**src/rtl/dfpwm_audio_codec_top_macros.svh**
```systemverilog
// assertion macros shared by the dfpwm codec rtl
// expects clk and arst_n to be visible where a macro is used
`ifndef DFPWM_AUDIO_CODEC_TOP_MACROS_SVH
`define DFPWM_AUDIO_CODEC_TOP_MACROS_SVH
`ifndef SYNTH
`define DFP_ASSERT(lbl, prop, msg) \
	lbl: assert property (@(posedge clk) disable iff (!arst_n) prop) else $error(msg);
`define DFP_IMPLY(lbl, ante, cons, msg) \
	lbl: assert property (@(posedge clk) disable iff (!arst_n) (ante) |-> (cons)) \
		else $error(msg);
`else
`define DFP_ASSERT(lbl, prop, msg)
`define DFP_IMPLY(lbl, ante, cons, msg)
`endif
`endif

```
**src/rtl/dfpwm_pkg.sv**
```systemverilog
// types and constants of the dfpwm codec
// used by the front, back and top modules
package dfpwm_pkg;

	localparam int QDepth = 2;
	localparam int DecodeBits = 8;

	localparam logic [13:0] StrMax = 14'h3FFF;
	localparam logic [13:0] RiseRateRst = 14'd420;
	localparam logic [13:0] FallRateRst = 14'd3500;

	typedef enum logic [1:0] {
		CfgDirection = 2'd0,
		CfgRiseRate  = 2'd1,
		CfgFallRate  = 2'd2
	} cfg_idx_t;

	typedef struct packed {
		logic        direction;
		logic [13:0] rise_rate;
		logic [13:0] fall_rate;
	} cfg_t;

	// one queued work item
	typedef struct packed {
		logic        dec;
		logic [15:0] pcm;
		logic [7:0]  code;
	} op_t;

endpackage

```
**src/rtl/dfpwm_front.sv**
```systemverilog
// input side of the dfpwm codec: takes stream transactions, tags them
// with the current direction and holds them in a short queue; uses dfpwm_pkg
module dfpwm_front (
	input  logic                 clk,
	input  logic                 arst_n,
	input  logic                 s_axis_tvalid,
	output logic                 s_axis_tready,
	input  logic [23:0]          s_axis_tdata,   // pcm_in[15:0], code_in[23:16]
	input  logic                 direction,
	output logic                 op_valid,
	output dfpwm_pkg::op_t       op,
	input  logic                 op_pop
);

	dfpwm_pkg::op_t op_q [dfpwm_pkg::QDepth];
	logic           wr_ptr_q;
	logic           rd_ptr_q;
	logic [1:0]     cnt_q;
	logic           push;
	dfpwm_pkg::op_t op_in;

	assign s_axis_tready = (cnt_q != 2'(dfpwm_pkg::QDepth));
	assign push          = s_axis_tvalid && s_axis_tready;
	assign op_valid      = (cnt_q != 2'd0);
	assign op            = op_q[rd_ptr_q];

	always_comb begin
		op_in.dec  = direction;
		op_in.pcm  = s_axis_tdata[15:0];
		op_in.code = s_axis_tdata[23:16];
	end

	always_ff @(posedge clk) begin
		if (push) begin
			op_q[wr_ptr_q] <= op_in;
		end
	end

	always_ff @(posedge clk or negedge arst_n) begin
		if (!arst_n) begin
			wr_ptr_q <= 1'b0;
			rd_ptr_q <= 1'b0;
			cnt_q    <= 2'd0;
		end else begin
			if (push) begin
				wr_ptr_q <= ~wr_ptr_q;
			end
			if (op_pop) begin
				rd_ptr_q <= ~rd_ptr_q;
			end
			case ({push, op_pop})
				2'b10:   cnt_q <= cnt_q + 2'd1;
				2'b01:   cnt_q <= cnt_q - 2'd1;
				default: cnt_q <= cnt_q;
			endcase
		end
	end

endmodule

```
**config.mk**
```make
export PLATFORM = sky130hd
export DESIGN_NAME = dfpwm_front
export DESIGN_NICKNAME = d
export VERILOG_FILES = /design/src/rtl/dfpwm_audio_codec_top_macros.svh /design/src/rtl/dfpwm_pkg.sv /design/src/rtl/dfpwm_front.sv
export SDC_FILE = /design/constraint.sdc
export NUM_CORES = 1
export LEC_CHECK = 0
export BUFFER_PORTS_ARGS = -buffer_cell sky130_fd_sc_hd__buf_4
export CORE_MARGIN = 3
export CORE_UTILIZATION = 51
export DETAILED_ROUTE_END_ITERATION = 10
export GPL_ROUTABILITY_DRIVEN = 0
export GPL_TIMING_DRIVEN = 0
export HOLD_SLACK_MARGIN = 0.05
export PLACE_DENSITY_LB_ADDON = 0.25
export SYNTH_ARGS = -nofsm -noshare
export SYNTH_HDL_FRONTEND = slang
export SYNTH_SLANG_ARGS = --single-unit
```
**constraint.sdc**
```tcl
create_clock -name clk -period 2.3 [get_ports clk]
set_input_delay 0.345 -clock clk [delete_from_list [all_inputs] [get_ports clk]]
set_output_delay 0.345 -clock clk [all_outputs]
set_load 0.01 [all_outputs]
```
==> flow_summary.ini, run 1 <==
[finish]
syn_to_final_growth_pct = 27.7
multi_input_area_um2 = 449
fillers = 268
design_area_mm2 = 0.00268
diodes = 0
final_nets = 188
drive_above_1_share_pct = 58.5
seqCellArea_mm2 = 0.00160

[die]
die_w_um = 70.2
num_rows = 22
die_h_um = 70.2
top_level_ports = 56
die_area_mm2 = 0.00492
core-area_mm2 = 0.00383
start_util_pct = 54.9

[clock_network]
cts_max_path_buffers = 2
tritoncts.num_buffers = 5
cts.sinks = 54
postCtsResizedCells = 0
cts-root-buf = clkbuf_8
clk_pin_slew_worst_paths_ns = 0.09
cts_tree = yes
htree_levels = 2
clock_latency_ns = 0.29

[synthesis]
synth-edff-count = 50
synthArstFlopShare_pct = 7.41
ys_types = 14
ys_ff_latch = 54
synth_common_cells = edfxtp_1 (50), mux2_4 (19), mux2_2 (6), dfrtp_1 (4), xnor2_1 (3)
synthMuxAreaShare_pct = 16.8
synth_top_area_share_pct = 71.5
synth_xor_area_share_pct = 2.09
avgSynthCellArea_um2 = 22.3
synth-seq-area-share_pct = 76.3
syn-num-nets = 124
synth-compound-area-share_pct = 0
synth-adder-area-share_pct = 0.596
post-synth-top-area-cell = edfxtp_1
synth_warnings = 0
syn_inst = 94
synth_top_family_by_area = multiplexers
synth_simple_gate_area_share_pct = 1.79
yosysMostFrequentCell = edfxtp_1
synth_area_mm2 = 0.00210
synth.area.top_cells = edfxtp_1 (72%), mux2_4 (14%), dfrtp_1 (4.8%)
synthFlopType = edfxtp_1

[setup_path]
endpoint_kind = flop
start_kind = flop
crit_arrival_ns = 1.82
reg2reg_slack_ns = 0.38
rr_endpoint = op_q[1][5]$_DFFE_PP_
r2r_cells = 2
critPathKind = flop to flop
timing.rr.start = cnt_q[0]$_DFFE_PN0P_
critPathMaxFanout = 25
required_ns = 2.21

[power]
power_switching_uw = 882
p_leak_nw = 1.08
vdd_drop_max_mv = 0.880
totalPowerFinal_mw = 3.19
p_clk_share_pct = 14.7
swShare_pct = 27.7
p_per_area_mw_per_mm2 = 1190
p_comb_share_pct = 40.2
p_int_mw = 2.31
seqPwrFrac_pct = 45.1

[worst_hold_path]
hold_path_end = op_q[1][9]$_DFFE_PP_
worst_hold_path_type = input port to flop
hp-start = s_axis_tdata[1]
hold_depth = 1

[global_route]
grt_overflow_total = 0
use_met2_pct = 25.8
first_global_vias = 1129
grt_usage_pct = 13.9
use_met3_pct = 4.17
met1_usage_pct = 14.3
grt_max_degree = 26
grt.busiest_layer = met2
antenna_found_initial = 0
grt_pass1_wl_um = 5160

[sta]
fin_crit_ns = 1.92
finalSetupViolations = 0
period_share_pct = 83.4
drv_slew = 0
fin_tns_setup_ns = 0
max_freq_ghz = 0.521
maxSlewHeadroom_pct = 23.1
grt_setup_unrepaired = false
timing.final.ws_setup_ns = 0.382
worst_pin_slew_ns = 1.15
hold_viol_final = 0
fin_skew_ns = 0.00636

[status]
outcome = finished clean

[routing]
avgRoutedWirePerCell_um = 15.2
first_iter_violations = 64
dr.pass1.iters = 4
drt-total-wl_um = 3140
viasPerCell = 4.97
num_vias = 1029
drcViolationCount = 0
ant_nets = 0

[placement]
place_area_mm2 = 0.00259
dp_hpwl_um = 2350
pre_cts_ws_ns = 0.356
port_buffers = 55

[run]
cap_violations = 0
==> what timing repair did <==
action	CTS	global route
hold buffers	1	0
endpoints found under the hold margin	4	0
setup buffers	0	0
==> layout by cell type, fill, tap and decap left out <==
| master | count |
|---|---|
| dlygate4sd3_1 | 1 |
| xor2_1 | 2 |
| buf_4 | 55 |
| clkbuf_8 | 5 |
| buf_12 | 2 |
| nor2_1 | 1 |
| mux2_2 | 6 |
| nor2_2 | 1 |
| or2_2 | 1 |
| mux2_4 | 19 |
| buf_8 | 1 |
| nand2b_4 | 1 |
| buf_6 | 1 |
| clkinv_1 | 1 |
| xnor2_1 | 3 |
| clkinv_2 | 1 |
| dfrtp_1 | 4 |
| and3_1 | 1 |
| clkbuf_1 | 1 |
| edfxtp_1 | 50 |
| nand2_1 | 1 |
| ha_1 | 1 |
==> through the flow <==
| stage | util (%) | cells | hold WS [ns] |
|---|---|---|---|
| 5_1_grt | 70.1 | 207 | 0.217 |
| 6_report | 70.1 | 207 | 0.233 |
| 3_5_place_dp | 67.7 | 198 | 0.144 |
| 2_1_floorplan | - | 94 | 0.0494 |
| 4_1_cts | 70.1 | 207 | 0.225 |
| 3_3_place_gp | 67.2 | 197 | 0.141 |
==> flip-flops by register name (all words and copies together) (netlist names) <==
name / count
op_q: 50
cnt_q: 2
rd_ptr_q: 1
wr_ptr_q: 1
==> kinds of logic (layout without fill, tap and decap cells) <==
kind of cell / after synthesis / in the layout
flops: 54 / 54
mux: 25 / 25
simple gates: 6 / 6
xor+xnor: 5 / 5
buf+inv: 3 / 68
fa+ha+maj: 1 / 1
==> worst max-delay path by stage <==
stage,slack (ns),startpoint,endpoint,depth (start not counted)
global route,0.25,cnt_q[0]$_DFFE_PN0P_,op_q[1][5]$_DFFE_PP_,2
floorplan,0.18,cnt_q[0]$_DFFE_PN0P_,op_q[0][0]$_DFFE_PP_,3
finish,0.38,cnt_q[0]$_DFFE_PN0P_,op_q[1][5]$_DFFE_PP_,2
global placement,-0.37,cnt_q[0]$_DFFE_PN0P_,op_q[0][6]$_DFFE_PP_,3
CTS,0.32,cnt_q[0]$_DFFE_PN0P_,op_q[1][5]$_DFFE_PP_,2
detailed placement,0.36,cnt_q[0]$_DFFE_PN0P_,op_q[1][8]$_DFFE_PP_,2
==> critical path, stage by stage, from the launching register on <==
cell and delay, ns:
dfrtp_1 0.43, nand2b_4 0.17, and3_1 0.93
==> power groups by stage <==
stage / combinational (mW) / clock (mW) / sequential (mW)
floorplan: 0.826 / 0 / 1.43
global placement: 1.27 / 0 / 1.45
detailed placement: 1.31 / 0 / 1.46
CTS: 1.31 / 0.486 / 1.44
global route: 1.38 / 0.529 / 1.46
finish: 1.28 / 0.468 / 1.44
==> per-layer routing <==
metal,share of wire [%],up-vias
met5,0,-
met4,1.8,0
met3,6.4,7
met2,55,35
met1,37,503
li1,-,484
==> layout make-up <==
type	instances	share of cell area, %
plain buffers	3	1.91
repair buffers	57	16.3
clock buffers	6	2.71
clock inverters	2	0.327
flip-flops and latches	54	59.7
multi-input cells	37	16.8
well taps	48	2.24
No activity file was read; power rests on OpenSTA's default activity.
==> inputs of run 2 (changes only) <==
Settings changed: CORE_UTILIZATION 51 to 46.
Clock period 2.3 ns to 1.7 ns, I/O delays scaled along.
==> run 2 against run 1 <==
  * Non-clock buffer count grew 3
  * First-iteration DRC count shrank 4.7%
  * Worst setup slack lost 0.33 ns
==> flow_summary.ini, run 2 (synthesized netlist as in run 1, its figures left out) <==
[status]
outcome = finished clean

[setup_path]
critPathMaxFanout = 10
start_kind = flop
cpPeakStageDelay_ns = 0.38
timing.rr.start = cnt_q[0]$_DFFE_PN0P_
crit_buf_inv = 3
required_ns = 1.44
r2r_cells = 5
worst_path_max_delay_cell = dfrtp_1
crit_family = buffers and inverters
endpoint_kind = output pin
reg2reg_slack_ns = 0.14
critPathKind = flop to output pin
rr_endpoint = cnt_q[1]$_DFFE_PN0P_
crit_cells = 4
crit_chain = buf_6 > buf_12 > mux2_4 > buf_4
crit_arrival_ns = 1.39

[finish]
syn_to_final_growth_pct = 33.0
reg_top3 = op_q: 50 flops, cnt_q: 2 flops
diodes = 0
drive_above_1_share_pct = 60.7
fillers = 301
final_nets = 192
fin_cells = 213
fin_util_pct = 66.5
mostFrequentLayoutCell = edfxtp_1
max_flop_register = op_q
design_area_mm2 = 0.00279
seqCellArea_mm2 = 0.00160
largest_register_ffs = 50
multi_input_area_um2 = 467
layout_common_cells = edfxtp_1 (50), buf_4 (42), mux2_4 (19)

[die]
die_area_mm2 = 0.00541
start_util_pct = 50.0
core-area_mm2 = 0.00420
num_rows = 23
top_level_ports = 56
die_h_um = 73.6
die_w_um = 73.6

[power]
p_leak_nw = 1.12
seqPwrFrac_pct = 42.5
p_comb_share_pct = 43.2
vdd_drop_max_mv = 1.04
p_int_mw = 3.29
totalPowerFinal_mw = 4.61
power_switching_mw = 1.32
swShare_pct = 28.6
p_per_area_mw_per_mm2 = 1650
p_clk_share_pct = 14.4

[routing]
drt-total-wl_um = 3490
viasPerCell = 5.00
first_iter_violations = 61
num_vias = 1065
ant_nets = 0
avgRoutedWirePerCell_um = 16.4
dr.pass1.iters = 4
drcViolationCount = 0

[sta]
maxSlewHeadroom_pct = 60.0
max_freq_ghz = 0.608
hold_ws_ns = 0.137
period_share_pct = 96.8
drv_slew = 0
fin_crit_ns = 1.65
hold_viol_final = 0
timing.final.ws_setup_ns = 0.0540
fin_tns_setup_ns = 0
worst_pin_slew_ns = 0.600
finalSetupViolations = 0
fin_skew_ns = 0.00500

[worst_hold_path]
hold_depth = 1
hold_path_end = op_q[0][7]$_DFFE_PP_
worst_hold_path_type = input port to flop
hp-start = s_axis_tdata[23]

[placement]
place_area_mm2 = 0.00258
dp_cells = 199
port_buffers = 55
pre_cts_ws_ns = -0.265

[global_route]
first_global_vias = 1134
grt_max_degree = 26
antenna_found_initial = 0
grt_overflow_total = 0
grt_usage_pct = 13.7
grt_pass1_wl_um = 5350

[clock_network]
cts-root-buf = clkbuf_8
htree_levels = 2
clk_pin_slew_worst_paths_ns = 0.09
cts.sinks = 54
cts_max_path_buffers = 2
clock_latency_ns = 0.30
tritoncts.num_buffers = 5
cts_tree = yes

[run]
cap_violations = 0
## run 2: timing repair
item                                    CTS  global route
hold buffers                              1             0
setup buffers                             0             4
endpoints found under the setup margin   50            19
endpoints found under the hold margin     4             0
gates resized for setup                   2            16
cloned                                    1             0
## run 2: worst register-to-register path, stage by stage, from the launching register on
cell and delay (ns):
dfrtp_1 0.44, nand2b_4 0.17, nand2_1 0.26, ha_1 0.32
nor2_1 0.15, xor2_1 0.15
## run 2: per-layer routing
metal  wire length, um  vias up  track usage (%)
met4                18        0             5.03
met2              1980       33             25.6
met5                 0        -                0
met1              1300      532             14.4
li1                  -      498                -
met3               194        2             3.97
## run 2: worst max-delay path by stage
stage	start	endpoint	slack (ns)
final	rd_ptr_q$_DFFE_PN0P_	op[11]	0.05
after global routing	rd_ptr_q$_DFFE_PN0P_	op[3]	-0.00008
after CTS	rd_ptr_q$_DFFE_PN0P_	op[21]	0.01
after detailed placement	cnt_q[0]$_DFFE_PN0P_	op_q[1][11]$_DFFE_PP_	-0.27
after global placement	cnt_q[0]$_DFFE_PN0P_	op_q[1][9]$_DFFE_PP_	-0.21
after floorplan	cnt_q[0]$_DFFE_PN0P_	op_q[1][0]$_DFFE_PP_	0.08
## run 2: power groups by stage
stage	combinational (mW)	clock [mW]	sequential (mW)
floorplan	1.13	0	1.94
global placement	1.73	0	1.95
detailed placement	1.77	0	1.98
CTS	1.80	0.687	1.96
global route	2.13	0.743	1.99
finish	1.99	0.663	1.96
## run 2: area by class of cell
type	count	share of cell area, %
multi-input combinational	38	16.7
sequential	54	57.3
buffer	3	1.84
timing repair buffer	60	18.8
clock inverter	3	0.582
tap	50	2.24
clock buffer	5	2.46
